--- src/rtl/core/assert_macros.svh ---
// ----------------------------------------------------------------------------
// Assertion macros
// Shared concurrent assertion forms, clocked on clk and disabled in rst.
// ----------------------------------------------------------------------------
`ifndef ASSERT_MACROS_SVH
`define ASSERT_MACROS_SVH

// Condition must hold at every clock edge
`define ASSERT_ALWAYS(lbl, cond, msg) \
  lbl: assert property (@(posedge clk) disable iff (rst) (cond)) else $error(msg);

// Consequent must hold in the same cycle as the antecedent
`define ASSERT_SAME(lbl, ante, cons, msg) \
  lbl: assert property (@(posedge clk) disable iff (rst) (ante) |-> (cons)) \
    else $error(msg);

// Consequent must hold in the cycle after the antecedent
`define ASSERT_NEXT(lbl, ante, cons, msg) \
  lbl: assert property (@(posedge clk) disable iff (rst) (ante) |=> (cons)) \
    else $error(msg);

`endif

--- src/rtl/core/ple_pkg.sv ---
// ----------------------------------------------------------------------------
// ple_pkg
// Types, widths and codes shared by the positional list engine.
// ----------------------------------------------------------------------------
package ple_pkg;

  // List capacity and derived widths
  localparam int LIST_DEPTH = 16;
  localparam int ADDR_W     = (LIST_DEPTH > 1) ? $clog2(LIST_DEPTH) : 1;
  localparam int CNT_W      = $clog2(LIST_DEPTH + 1);

  // Fixed field widths
  localparam int VALUE_W    = 32;
  localparam int KIND_W     = 3;
  localparam int POS_W      = 5;
  localparam int STATUS_W   = 2;
  localparam int COUNT_O_W  = 5;
  localparam int CMP_W      = (CNT_W > POS_W) ? CNT_W : POS_W;

  // Request kinds
  localparam logic [KIND_W-1:0] K_INSERT_AT   = 3'd0;
  localparam logic [KIND_W-1:0] K_APPEND      = 3'd1;
  localparam logic [KIND_W-1:0] K_REMOVE_AT   = 3'd2;
  localparam logic [KIND_W-1:0] K_REMOVE_LAST = 3'd3;
  localparam logic [KIND_W-1:0] K_READ_AT     = 3'd4;
  localparam logic [KIND_W-1:0] K_READ_LAST   = 3'd5;
  localparam logic [KIND_W-1:0] K_WRITE_AT    = 3'd6;

  // Status codes
  localparam logic [STATUS_W-1:0] ST_OK    = 2'd0;
  localparam logic [STATUS_W-1:0] ST_RANGE = 2'd1;
  localparam logic [STATUS_W-1:0] ST_FULL  = 2'd2;
  localparam logic [STATUS_W-1:0] ST_EMPTY = 2'd3;

  // One result item
  typedef struct packed {
    logic signed [VALUE_W-1:0] result_value;
    logic [STATUS_W-1:0]       status;
    logic [COUNT_O_W-1:0]      entry_count;
  } result_t;

  // Entry store access command
  typedef struct packed {
    logic               we;
    logic [ADDR_W-1:0]  waddr;
    logic [VALUE_W-1:0] wdata;
    logic [ADDR_W-1:0]  raddr;
  } ram_cmd_t;

endpackage

--- src/rtl/core/ple_if.sv ---
// ----------------------------------------------------------------------------
// ple_if
// Valid/ready channels for requests and results of the list engine.
// ----------------------------------------------------------------------------

// Request channel
interface ple_req_if;
  logic                                 valid;
  logic                                 ready;
  logic [ple_pkg::KIND_W-1:0]           kind;
  logic [ple_pkg::POS_W-1:0]            position;
  logic signed [ple_pkg::VALUE_W-1:0]   item_value;

  modport source (output valid, output kind, output position, output item_value,
                  input ready);
  modport sink   (input valid, input kind, input position, input item_value,
                  output ready);
endinterface

// Result channel
interface ple_rsp_if;
  logic                                 valid;
  logic                                 ready;
  logic signed [ple_pkg::VALUE_W-1:0]   result_value;
  logic [ple_pkg::STATUS_W-1:0]         status;
  logic [ple_pkg::COUNT_O_W-1:0]        entry_count;

  modport source (output valid, output result_value, output status,
                  output entry_count, input ready);
  modport sink   (input valid, input result_value, input status,
                  input entry_count, output ready);
endinterface

--- src/rtl/core/ple_ram.sv ---
// ----------------------------------------------------------------------------
// ple_ram
// Generic single-write, single-read RAM with registered read data.
// ----------------------------------------------------------------------------
module ple_ram #(
  parameter int WIDTH = 32,
  parameter int DEPTH = 16
) (
  input  logic                                      clk,
  input  logic                                      we,
  input  logic [((DEPTH > 1) ? $clog2(DEPTH) : 1)-1:0] waddr,
  input  logic [WIDTH-1:0]                          wdata,
  input  logic [((DEPTH > 1) ? $clog2(DEPTH) : 1)-1:0] raddr,
  output logic [WIDTH-1:0]                          rdata
);

  logic [WIDTH-1:0] mem [DEPTH];

  // Write port
  always_ff @(posedge clk) begin
    if (we) begin
      mem[waddr] <= wdata;
    end
  end

  // Registered read port
  always_ff @(posedge clk) begin
    rdata <= mem[raddr];
  end

endmodule

--- src/rtl/core/ple_ctrl.sv ---
// ----------------------------------------------------------------------------
// ple_ctrl
// Request sequencer: checks a request, then moves entries one at a time
// through the entry RAM with a shared index step and compare unit.
// ----------------------------------------------------------------------------
`include "assert_macros.svh"

module ple_ctrl (
  input  logic                          clk,
  input  logic                          rst,
  ple_req_if.sink                       req,
  output ple_pkg::ram_cmd_t             ram,
  input  logic [ple_pkg::VALUE_W-1:0]   rdata,
  output logic                          push,
  output ple_pkg::result_t              result,
  input  logic                          can_take
);

  // Sequencer states
  localparam logic [3:0] S_IDLE    = 4'd0;
  localparam logic [3:0] S_INS_RD  = 4'd1;
  localparam logic [3:0] S_INS_WR  = 4'd2;
  localparam logic [3:0] S_PUT     = 4'd3;
  localparam logic [3:0] S_GET_RD  = 4'd4;
  localparam logic [3:0] S_GET_CAP = 4'd5;
  localparam logic [3:0] S_DEL_RD  = 4'd6;
  localparam logic [3:0] S_DEL_WR  = 4'd7;
  localparam logic [3:0] S_DONE    = 4'd8;

  logic [3:0]                     state;
  logic [ple_pkg::CNT_W-1:0]      count;
  logic [ple_pkg::KIND_W-1:0]     op;
  logic [ple_pkg::ADDR_W-1:0]     idx;
  logic [ple_pkg::ADDR_W-1:0]     at;
  logic [ple_pkg::ADDR_W-1:0]     lim;
  logic [ple_pkg::VALUE_W-1:0]    val;
  logic [ple_pkg::VALUE_W-1:0]    res;
  logic [ple_pkg::STATUS_W-1:0]   st;

  logic                           accept;
  logic [ple_pkg::CMP_W-1:0]      pos_x;
  logic [ple_pkg::CMP_W-1:0]      cnt_x;
  logic [ple_pkg::ADDR_W-1:0]     pos_lo;
  logic [ple_pkg::ADDR_W-1:0]     cnt_lo;
  logic [ple_pkg::ADDR_W-1:0]     last_lo;
  logic [ple_pkg::STATUS_W-1:0]   chk;
  logic                           shift_down;
  logic [ple_pkg::ADDR_W-1:0]     step;
  logic [ple_pkg::ADDR_W-1:0]     cmp_a;
  logic                           more_del;

  assign req.ready = (state == S_IDLE);
  assign accept    = req.valid && req.ready;

  // Operand views of position and count
  assign pos_x   = ple_pkg::CMP_W'(req.position);
  assign cnt_x   = ple_pkg::CMP_W'(count);
  assign pos_lo  = pos_x[ple_pkg::ADDR_W-1:0];
  assign cnt_lo  = count[ple_pkg::ADDR_W-1:0];
  assign last_lo = cnt_lo - 1'b1;

  // Check the request against the current count
  always_comb begin
    chk = ple_pkg::ST_OK;
    unique case (req.kind) inside
      ple_pkg::K_INSERT_AT: begin
        if (pos_x > cnt_x) begin
          chk = ple_pkg::ST_RANGE;
        end else if (count == ple_pkg::CNT_W'(ple_pkg::LIST_DEPTH)) begin
          chk = ple_pkg::ST_FULL;
        end
      end
      ple_pkg::K_APPEND: begin
        if (count == ple_pkg::CNT_W'(ple_pkg::LIST_DEPTH)) begin
          chk = ple_pkg::ST_FULL;
        end
      end
      ple_pkg::K_REMOVE_AT, ple_pkg::K_READ_AT, ple_pkg::K_WRITE_AT: begin
        if (count == '0) begin
          chk = ple_pkg::ST_EMPTY;
        end else if (pos_x >= cnt_x) begin
          chk = ple_pkg::ST_RANGE;
        end
      end
      ple_pkg::K_REMOVE_LAST, ple_pkg::K_READ_LAST: begin
        if (count == '0) begin
          chk = ple_pkg::ST_EMPTY;
        end
      end
      default: chk = ple_pkg::ST_OK;
    endcase
  end

  // Shared index unit: one step and one compare against the removal limit
  assign shift_down = (state == S_INS_RD) || (state == S_INS_WR);
  assign step       = shift_down ? (idx - 1'b1) : (idx + 1'b1);
  assign cmp_a      = (state == S_GET_CAP) ? idx : step;
  assign more_del   = (cmp_a < lim);

  // Drive the entry RAM
  always_comb begin
    ram.we    = 1'b0;
    ram.waddr = idx;
    ram.wdata = rdata;
    ram.raddr = idx;
    unique case (state)
      S_INS_RD:  ram.raddr = step;
      S_INS_WR:  ram.we = 1'b1;
      S_PUT: begin
        ram.we    = 1'b1;
        ram.waddr = at;
        ram.wdata = val;
      end
      S_GET_CAP: begin
        ram.we    = (op == ple_pkg::K_WRITE_AT);
        ram.wdata = val;
      end
      S_DEL_RD:  ram.raddr = step;
      S_DEL_WR:  ram.we = 1'b1;
      default:   ram.we = 1'b0;
    endcase
  end

  // Sequencer
  always_ff @(posedge clk) begin
    if (rst) begin
      state <= S_IDLE;
      count <= '0;
    end else begin
      unique case (state)
        S_IDLE: begin
          if (accept) begin
            op  <= req.kind;
            val <= req.item_value;
            st  <= chk;
            res <= '0;
            lim <= last_lo;
            if (chk != ple_pkg::ST_OK) begin
              state <= S_DONE;
            end else begin
              unique case (req.kind) inside
                ple_pkg::K_INSERT_AT, ple_pkg::K_APPEND: begin
                  idx <= cnt_lo;
                  at  <= (req.kind == ple_pkg::K_APPEND) ? cnt_lo : pos_lo;
                  if (((req.kind == ple_pkg::K_APPEND) ? cnt_lo : pos_lo) == cnt_lo) begin
                    state <= S_PUT;
                  end else begin
                    state <= S_INS_RD;
                  end
                end
                ple_pkg::K_REMOVE_AT, ple_pkg::K_READ_AT, ple_pkg::K_WRITE_AT: begin
                  idx   <= pos_lo;
                  state <= S_GET_RD;
                end
                ple_pkg::K_REMOVE_LAST, ple_pkg::K_READ_LAST: begin
                  idx   <= last_lo;
                  state <= S_GET_RD;
                end
                default: state <= S_DONE;
              endcase
            end
          end
        end
        // Open a slot: move entry idx-1 up to idx
        S_INS_RD: state <= S_INS_WR;
        S_INS_WR: begin
          idx <= step;
          if (step == at) begin
            state <= S_PUT;
          end else begin
            state <= S_INS_RD;
          end
        end
        S_PUT: begin
          count <= count + 1'b1;
          state <= S_DONE;
        end
        // Fetch the addressed entry
        S_GET_RD: state <= S_GET_CAP;
        S_GET_CAP: begin
          res <= rdata;
          if ((op == ple_pkg::K_REMOVE_AT) || (op == ple_pkg::K_REMOVE_LAST)) begin
            if (more_del) begin
              state <= S_DEL_RD;
            end else begin
              count <= count - 1'b1;
              state <= S_DONE;
            end
          end else begin
            state <= S_DONE;
          end
        end
        // Close the gap: move entry idx+1 down to idx
        S_DEL_RD: state <= S_DEL_WR;
        S_DEL_WR: begin
          idx <= step;
          if (more_del) begin
            state <= S_DEL_RD;
          end else begin
            count <= count - 1'b1;
            state <= S_DONE;
          end
        end
        // Hand the result to the output stage
        S_DONE: begin
          if (can_take) begin
            state <= S_IDLE;
          end
        end
        default: state <= S_IDLE;
      endcase
    end
  end

  // Result to the output stage
  assign push                = (state == S_DONE) && can_take;
  assign result.result_value = res;
  assign result.status       = st;
  assign result.entry_count  = cnt_x[ple_pkg::COUNT_O_W-1:0];

  `ASSERT_ALWAYS(a_count_bound, count <= ple_pkg::CNT_W'(ple_pkg::LIST_DEPTH), "count above depth")
  `ASSERT_NEXT(a_put_grows, state == S_PUT, count == ple_pkg::CNT_W'($past(count) + 1'b1), "insert did not grow count")
  `ASSERT_SAME(a_ins_above, state == S_INS_WR, idx > at, "insert shift passed its slot")
  `ASSERT_NEXT(a_accept_busy, accept, state != S_IDLE, "accepted request left sequencer idle")
  `ASSERT_SAME(a_fail_direct, (state == S_DONE) && (st != ple_pkg::ST_OK), res == '0, "failed request carries a value")

endmodule

--- src/rtl/core/ple_out.sv ---
// ----------------------------------------------------------------------------
// ple_out
// Output register for result items; frees the sequencer while a result waits.
// ----------------------------------------------------------------------------
module ple_out (
  input  logic             clk,
  input  logic             rst,
  input  logic             push,
  input  ple_pkg::result_t result,
  output logic             can_take,
  ple_rsp_if.source        rsp
);

  logic             valid;
  ple_pkg::result_t data;

  // Load when empty or when the held result transfers this cycle
  assign can_take = !valid || rsp.ready;

  always_ff @(posedge clk) begin
    if (rst) begin
      valid <= 1'b0;
    end else if (can_take) begin
      valid <= push;
    end
  end

  always_ff @(posedge clk) begin
    if (push) begin
      data <= result;
    end
  end

  assign rsp.valid        = valid;
  assign rsp.result_value = data.result_value;
  assign rsp.status       = data.status;
  assign rsp.entry_count  = data.entry_count;

endmodule

--- src/rtl/core/positional_list_engine_top.sv ---
// ----------------------------------------------------------------------------
// positional_list_engine_top
// Bounded ordered list of signed 32-bit values with positional insert/remove.
// ----------------------------------------------------------------------------
// One request is taken at a time; req.ready is high only while the sequencer
// is idle. The entries live in a single RAM with one write and one registered
// read port, and every insert or remove shifts the later entries one place at
// a time through that port, each move a read state and then a write state. An
// insert shifts from the end down to its position, then writes the new value;
// remove, read and write read the addressed entry and capture it, a write also
// stores the new value there and a remove then shifts the later entries down.
// Failed or unused-kind requests go straight to the done state. The sequencer
// waits in its done state for as long as the result register still holds an
// earlier result that rsp has not taken. A result register on rsp lets the
// next request in while the last result waits. No clearing pass after reset.
module positional_list_engine_top (
  input  logic       clk,
  input  logic       rst,
  ple_req_if.sink    req,
  ple_rsp_if.source  rsp
);

  ple_pkg::ram_cmd_t           ram;
  logic [ple_pkg::VALUE_W-1:0] rdata;
  logic                        push;
  logic                        can_take;
  ple_pkg::result_t            result;

  // Entry store
  ple_ram #(
    .WIDTH (ple_pkg::VALUE_W),
    .DEPTH (ple_pkg::LIST_DEPTH)
  ) u_ram (
    .clk   (clk),
    .we    (ram.we),
    .waddr (ram.waddr),
    .wdata (ram.wdata),
    .raddr (ram.raddr),
    .rdata (rdata)
  );

  // Request sequencer
  ple_ctrl u_ctrl (
    .clk      (clk),
    .rst      (rst),
    .req      (req),
    .ram      (ram),
    .rdata    (rdata),
    .push     (push),
    .result   (result),
    .can_take (can_take)
  );

  // Result register
  ple_out u_out (
    .clk      (clk),
    .rst      (rst),
    .push     (push),
    .result   (result),
    .can_take (can_take),
    .rsp      (rsp)
  );

endmodule

--- src/flat_wrapper.sv ---
// flat-port wrapper written by rule: the top's interface ports become plain ports
module positional_list_engine_top_flat 
  (clk, rst, req_valid, req_kind, req_position, req_item_value, req_ready, rsp_valid, rsp_result_value, rsp_status, rsp_entry_count, rsp_ready);
  ple_req_if req_i ();
  ple_rsp_if rsp_i ();
  input  logic clk;
  input  logic rst;
  input wire logic [$bits(req_i.valid)-1:0] req_valid;
  input wire logic [$bits(req_i.kind)-1:0] req_kind;
  input wire logic [$bits(req_i.position)-1:0] req_position;
  input wire logic [$bits(req_i.item_value)-1:0] req_item_value;
  output wire logic [$bits(req_i.ready)-1:0] req_ready;
  output wire logic [$bits(rsp_i.valid)-1:0] rsp_valid;
  output wire logic [$bits(rsp_i.result_value)-1:0] rsp_result_value;
  output wire logic [$bits(rsp_i.status)-1:0] rsp_status;
  output wire logic [$bits(rsp_i.entry_count)-1:0] rsp_entry_count;
  input wire logic [$bits(rsp_i.ready)-1:0] rsp_ready;
  assign req_i.valid = req_valid;
  assign req_i.kind = req_kind;
  assign req_i.position = req_position;
  assign req_i.item_value = req_item_value;
  assign req_ready = req_i.ready;
  assign rsp_valid = rsp_i.valid;
  assign rsp_result_value = rsp_i.result_value;
  assign rsp_status = rsp_i.status;
  assign rsp_entry_count = rsp_i.entry_count;
  assign rsp_i.ready = rsp_ready;
  positional_list_engine_top u_core (.clk(clk), .rst(rst), .req(req_i), .rsp(rsp_i));
endmodule
--- config.mk ---
export PLATFORM = sky130hd
export DESIGN_NAME = positional_list_engine_top_flat
export DESIGN_NICKNAME = d
export VERILOG_FILES = /design/src/rtl/core/ple_pkg.sv /design/src/rtl/core/ple_if.sv /design/src/rtl/core/ple_ram.sv /design/src/rtl/core/ple_ctrl.sv /design/src/rtl/core/ple_out.sv /design/src/rtl/core/positional_list_engine_top.sv /design/src/flat_wrapper.sv
export VERILOG_INCLUDE_DIRS = /design/src /design/src/rtl/core
export SDC_FILE = /design/constraint.sdc
export NUM_CORES = 1
export LEC_CHECK = 0
export BUFFER_PORTS_ARGS = -buffer_cell sky130_fd_sc_hd__buf_2
export CAP_MARGIN = 0
export CORE_MARGIN = 2
export CORE_UTILIZATION = 40
export CTS_CLUSTER_DIAMETER = 80
export DETAILED_ROUTE_END_ITERATION = 7
export PLACE_DENSITY_LB_ADDON = 0.15
export SLEW_MARGIN = 20
export SYNTH_ARGS = -nofsm -noshare
export SYNTH_HDL_FRONTEND = slang
export SYNTH_SLANG_ARGS = --single-unit
--- constraint.sdc ---
create_clock -name clk -period 4.4 [get_ports clk]
set_input_delay 0.88 -clock clk [delete_from_list [all_inputs] [get_ports clk]]
set_output_delay 0.88 -clock clk [all_outputs]
set_load 0.03 [all_outputs]
==> results of run 1 <==
[layout by cell type, fill, tap and decap left out, types with 3 or more instances in the layout]
cell        Yosys  routed
a211oi_1       67      67
a21o_1          4       4
a21oi_1        47      46
a31oi_1        10      10
and2_1         35      35
and3_1         35      35
and4_1          4       4
buf_12          0      18
buf_2          33      84
buf_4           2      50
clkbuf_1      107      19
clkbuf_16       0      77
clkbuf_8        0       9
clkinv_1        0      13
clkinv_2        0       8
clkinvlp_4      0       4
dfxtp_1        42      42
edfxtp_1      632     632
ha_1           15      15
inv_1          21      20
mux2_2         36      36
mux2i_1       261     261
mux4_2         64      64
nand2_1       153     152
nand3_1        67      67
nor2_1         42      22
nor2_4          0      20
nor3_1         11      11
nor3b_1         3       3
o2111ai_1      31      31
o211ai_1       33      33
o21ai_0        18      17
o21ai_1         3       3
o221ai_1       62      62
o22ai_1        32      32
o31a_1         32      32
or3_1          64      64
xnor2_1        14      13
xor2_1          9       8
[path summary, 6_finish.rpt]
kind	from	to	slack, ns	depth (start not counted)
worst max-delay path	u_core.u_ctrl.state[1]	u_core.u_ram.rdata[25]	0.63	10
worst min-delay path	u_core.u_ctrl.res[20]	u_core.u_out.rsp.result_value[20]	0.42	0
worst max register to register	u_core.u_ctrl.state[1]	u_core.u_ram.rdata[25]	0.63	10
worst min register to register	u_core.u_ctrl.res[20]	u_core.u_out.rsp.result_value[20]	0.42	0
[synthesized netlist by cell type (all sizes together) (22+ instances only)]
cell / instances / area [µm²]
a211oi: 67 / 503
dfxtp: 42 / 841
nor2: 42 / 158
edfxtp: 632 / 19000
o221ai: 62 / 543
a21oi: 48 / 244
mux2i: 261 / 2610
o2111ai: 31 / 272
o22ai: 32 / 200
mux2: 36 / 405
o31a: 32 / 280
buf: 50 / 267
or3: 64 / 400
nand3: 67 / 335
nand2: 154 / 581
and2: 35 / 219
clkbuf: 107 / 402
and3: 35 / 219
inv: 22 / 82.6
o211ai: 33 / 248
mux4: 64 / 1440
[registers in the layout, summed over array words and instances, names as in the netlist]
| register | flops |
|---|---|
| u_core.u_ram.rdata | 32 |
| u_core.u_out.rsp.result_value | 32 |
| u_core.u_ctrl.op | 3 |
| u_core.u_ctrl.state | 4 |
| u_core.u_ctrl.st | 2 |
| u_core.u_ctrl.idx | 4 |
| u_core.u_ctrl.lim | 4 |
| u_core.u_out.rsp.entry_count | 5 |
| u_core.u_out.rsp.status | 2 |
| u_core.u_ctrl.cnt_x | 5 |
| u_core.u_out.rsp.valid | 1 |
| u_core.u_ctrl.val | 32 |
| u_core.u_ctrl.res | 32 |
| u_core.u_ctrl.at | 4 |
| u_core.u_ram.mem | 512 |
[area by class of cell]
| type | count | area share, % |
|---|---|---|
| flip-flops and latches | 674 | 57.4 |
| multi-input cells | 1185 | 28.8 |
| clock buffers | 105 | 6.14 |
| well taps | 969 | 3.51 |
| repair buffers | 152 | 3.35 |
| clock inverters | 30 | 0.587 |
| inverters | 22 | 0.246 |
| diodes | 1 | 0.00724 |
[report_power, final]
| group | total, W | switching, W | internal [W] | leakage, nW |
|---|---|---|---|---|
| Clock | 0.00595 | 0.00248 | 0.00347 | 1.13 |
| Combinational | 0.00107 | 0.000690 | 0.000376 | 4.69 |
| Sequential | 0.00723 | 0.0000577 | 0.00717 | 6.09 |
[metrics by stage]
| step | utilization (%) | cell area (µm²) | worst slack [ns] | total power [W] |
|---|---|---|---|---|
| 2_1_floorplan | - | 30300 | 0.716 | 0.00806 |
| 3_3_place_gp | 43.1 | 32200 | 0.751 | 0.00840 |
| 3_5_place_dp | 43.1 | 32200 | 0.689 | 0.00843 |
| 4_1_cts | 46.2 | 34500 | 0.656 | 0.0144 |
| 5_1_grt | 46.2 | 34500 | 0.500 | 0.0147 |
| 6_report | 46.2 | 34500 | 0.635 | 0.0142 |
[cell families after synthesis]
kind of cell / after synthesis / synth area share (%)
buffers and inverters: 179 / 2.48
flip-flops: 674 / 65.5
XOR/XNOR: 24 / 0.744
AO/OA/AOI/OAI: 355 / 8.74
adder cells (fa/ha/maj): 17 / 0.752
multiplexers: 361 / 14.7
AND/OR/NAND/NOR: 428 / 7.10
[routing by layer]
metal | up-vias | global-route usage [%] | share of wire (%)
li1 | 8296 | - | -
met1 | 9684 | 28.6 | 44
met2 | 598 | 34.8 | 48
met3 | 115 | 2.98 | 5.6
met4 | 0 | 5.94 | 2.0
met5 | - | 0 | 0
==> impl_metrics.toml, run 1 <==
[clocking]
path_clk_slew_ns = 0.06
cts_setup_buffers = 0
cts.sinks = 674
cts_hold_buf = 0
cts_root_buf = "clkbuf_16"
clk-insertion-delay-late_ns = 0.61
clock_path_buffers = 3
numCtsBuffers = 73
cts.htree.levels = 3
cts_tree = "done"
cts_resized = 0

[die]
start_util_pct = 40.5
die_h_um = 279
die_width_um = 279
core.rowCount = 100
coreArea_um2 = 74700
die_area_um2 = 77900
pin_count = 85

[layout]
stdcell_count = 3138
drive_gt1_share_pct = 18.1
finalNetCount = 2169
area_growth_pct = 14.1
ff_latch_area_um2 = 19800
fillers = 6433
multi_input_area_um2 = 9940

[timing]
post-route-period-util_pct = 85.6
fmax_mhz = 266
finalSetupViolations = 0
finalClockSkew_ns = 0.0131
holdWs_ns = 0.415
rsz0062_at_grt = "no"
hold_viol = 0
min_period_ns = 3.77
maxSlewHeadroom_pct = 30.2
setup_tns_ns = 0
tightest_slew_ns = 1.04
finalMaxSlewViolations = 0

[hold_path]
hold_path.class = "reg2reg"

[critical_path]
path_buf_inv = 1
start_kind = "flop"
max_stage_delay_ns = 0.65
arrival_ns = 4.24
crit_path_max_fanout = 22
crit_type = "reg2reg"
cp_slowest_cell = "dfxtp_1"
crit_required_ns = 4.87
cp_top_family = "compound AO/OA/AOI/OAI gates"
end_kind = "flop"
crit_chain = "xnor2_1, nor3_4, ha_1, a21o_1, a21oi_1, xnor3_2, a32oi_4, buf_4, o22ai_1, or3_1"

[routing]
first_pass_iters = 7
vias = 18700
wl_per_cell_um = 26.1
wl_mm = 81.9
drc = 0
viasPerCell = 5.96
detail-route-antenna-nets = 0
drt-initial-drc-count = 1902

[synth]
synth_flop_cell = "edfxtp_1"
netlist_area_um2 = 30300
ys_types = 61
yosys_warnings = 0
netlist_instances = 2038
ys_ff_latch = 674
async_flop_share_pct = 0
yosysSeqAreaShare_pct = 65.5
synth_edf_count = 632
syn_area_per_cell_um2 = 14.9
syn_nets = 2099

[outcome]
outcome = "complete, no violations"

[power]
max-vdd-ir-drop_mv = 0.231
cellPowerDensity_nw_per_um2 = 412
total_leakage_power_nw = 11.9

[place]
gp_congestion = 0.774
dp_hpwl_mm = 46.3
dp_cells = 3002
numPortBuffers = 84

[global_route]
antenna_found_initial = 3
gr-total-overflow = 0
grt_max_degree = 93
grt_pass1_vias = 19100
grt_usage_pct = 20.9
grt_pass1_wl_mm = 122

[job]
cap_violations = 0
No activity file was read; power rests on OpenSTA's default activity.
==> run 2, diff against run 1 <==
==> constraint.sdc (replaced) <==
create_clock -name clk -period 3.2 [get_ports clk]
set_input_delay 0.64 -clock clk [delete_from_list [all_inputs] [get_ports clk]]
set_output_delay 0.64 -clock clk [all_outputs]
set_load 0.03 [all_outputs]
==> impl_metrics.toml, run 2 (synthesis gave the netlist of run 1 again) <==
[outcome]
outcome = "complete, no violations"

[timing]
finalClockSkew_ns = 0.0213
rsz0062_at_grt = "yes"
tightest_slew_ns = 1.06
finalMaxSlewViolations = 0
fin_ws_ns = 0.107
fmax_mhz = 323
post-route-period-util_pct = 96.7
hold_viol = 0
finalSetupViolations = 0
min_period_ns = 3.09
maxSlewHeadroom_pct = 29.4

[die]
die_h_um = 279
pin_count = 85
core.rowCount = 100
die_area_um2 = 77900
start_util_pct = 40.5
coreArea_um2 = 74700
die_width_um = 279

[global_route]
grt_usage_pct = 20.9
antenna_found_initial = 1
grt_pass1_wl_mm = 122
gr-total-overflow = 0
grt_pass1_vias = 19000
grt_max_degree = 89

[place]
numPortBuffers = 84
dp_hpwl_mm = 49.0
dp_cells = 3051
dp_slack_ns = 0.0388
gp_congestion = 0.819

[critical_path]
crit_required_ns = 3.69
path_buf_inv = 3
crit_chain = "xnor2_2, nor3_4, inv_2, fa_2, xnor2_4, buf_12, buf_16, mux2i_1, mux4_2, o22ai_1, or3_1"
start_kind = "flop"
cp_slowest_cell = "fa_2"
crit_type = "reg2reg"
crit_path_max_fanout = 23
end_kind = "flop"
cp_top_family = "simple AND/OR/NAND/NOR gates"
max_stage_delay_ns = 0.46
arrival_ns = 3.58

[routing]
first_pass_iters = 5
wl_mm = 81.8
wl_per_cell_um = 25.6
vias = 18800
drt-initial-drc-count = 1547
viasPerCell = 5.88
drc = 0
detail-route-antenna-nets = 0

[clocking]
clk-insertion-delay-late_ns = 0.63
path_clk_slew_ns = 0.06
numCtsBuffers = 74
cts_hold_buf = 0
cts_root_buf = "clkbuf_16"
cts_tree = "done"
cts.htree.levels = 3
clock_path_buffers = 3
cts.sinks = 674

[layout]
top_register = "u_core.u_ram.mem"
ff_latch_area_um2 = 19800
fillers = 6356
area_growth_pct = 16.9
finalNetCount = 2230
largest_reg_flops = 512
final_cell_mix = "edfxtp_1, mux2i_1, nand2_1, buf_2, buf_4"
drive_gt1_share_pct = 20.8
mostFrequentLayoutCell = "edfxtp_1"
multi_input_area_um2 = 9990
stdcell_count = 3197
diodes = 0

[power]
power_frac_clock_pct = 41.2
p_sw_w = 0.00450
pwr-share-comb_pct = 8.2
max-vdd-ir-drop_mv = 0.352
seqPwrFrac_pct = 50.5
total_leakage_power_nw = 12.3
p_int_w = 0.0152
cellPowerDensity_nw_per_um2 = 556
netSwitchingFraction_pct = 22.9

[hold_path]
hold_path.class = "in2reg"

[job]
cap_violations = 0
-- run 2: worst paths after layout --
path / startpoint / to / slack, ns / depth (start not counted)
worst max-delay path: u_core.u_ctrl.state[0] / u_core.u_ram.rdata[2] / 0.11 / 11
worst min-delay path: req_item_value[10] / u_core.u_ctrl.val[10] / 0.19 / 1
worst max register to register: u_core.u_ctrl.state[0] / u_core.u_ram.rdata[2] / 0.11 / 11
worst min register to register: u_core.u_ctrl.res[7] / u_core.u_out.rsp.result_value[7] / 0.42 / 0
-- run 2: timing repair --
action | CTS | global route
setup endpoints to repair | 0 | 229
setup buffers | 0 | 10
gates resized for setup | 0 | 13
-- run 2: power by group through the flow --
stage / combinational (W) / clock, W / sequential (W)
finish: 0.00162 / 0.00811 / 0.00994
global route: 0.00174 / 0.00864 / 0.00994
CTS: 0.00158 / 0.00830 / 0.00994
detailed placement: 0.00158 / 0 / 0.0101
global placement: 0.00154 / 0 / 0.0101
floorplan: 0.000928 / 0 / 0.0102
-- run 2: area by class of cell --
type / instances / share of cell area (%)
Tap cell: 969 / 3.42
Clock buffer: 103 / 5.83
Timing Repair Buffer: 212 / 5.59
Inverter: 22 / 0.240
Multi-Input combinational cell: 1185 / 28.2
Sequential cell: 674 / 56.0
Clock inverter: 32 / 0.700
-- run 2: per-stage QoR --
step                      hold slack, ns  power, W  instance area, µm²  util, %  TNS [ns]
after global placement             0.400    0.0117               32900     44.1         0
after detailed placement           0.405    0.0117               32900     44.1         0
after floorplan                    0.400    0.0111               30300        -    -83.92
after CTS                          0.158    0.0198               35200     47.2         0
after global routing               0.173    0.0203               35400     47.4   -0.0945
final                              0.194    0.0197               35400     47.4         0
-- run 2: routing by layer --
metal	share of wire [%]	routed length, µm	GRT usage (%)	up-vias
met5	0	0	0	-
met4	2.6	2160	7.31	0
met3	5.0	4090	2.87	133
met2	49	39700	34.7	576
met1	44	35800	28.0	9665
li1	-	-	-	8418
-- run 2: worst reg2reg max path, cell delays in order (launching register included) --
cell	delay, ns
dfxtp_2	0.33
xnor2_2	0.15
nor3_4	0.26
inv_2	0.06
fa_2	0.46
xnor2_4	0.29
buf_12	0.25
buf_16	0.25
mux2i_1	0.23
mux4_2	0.25
o22ai_1	0.07
or3_1	0.37
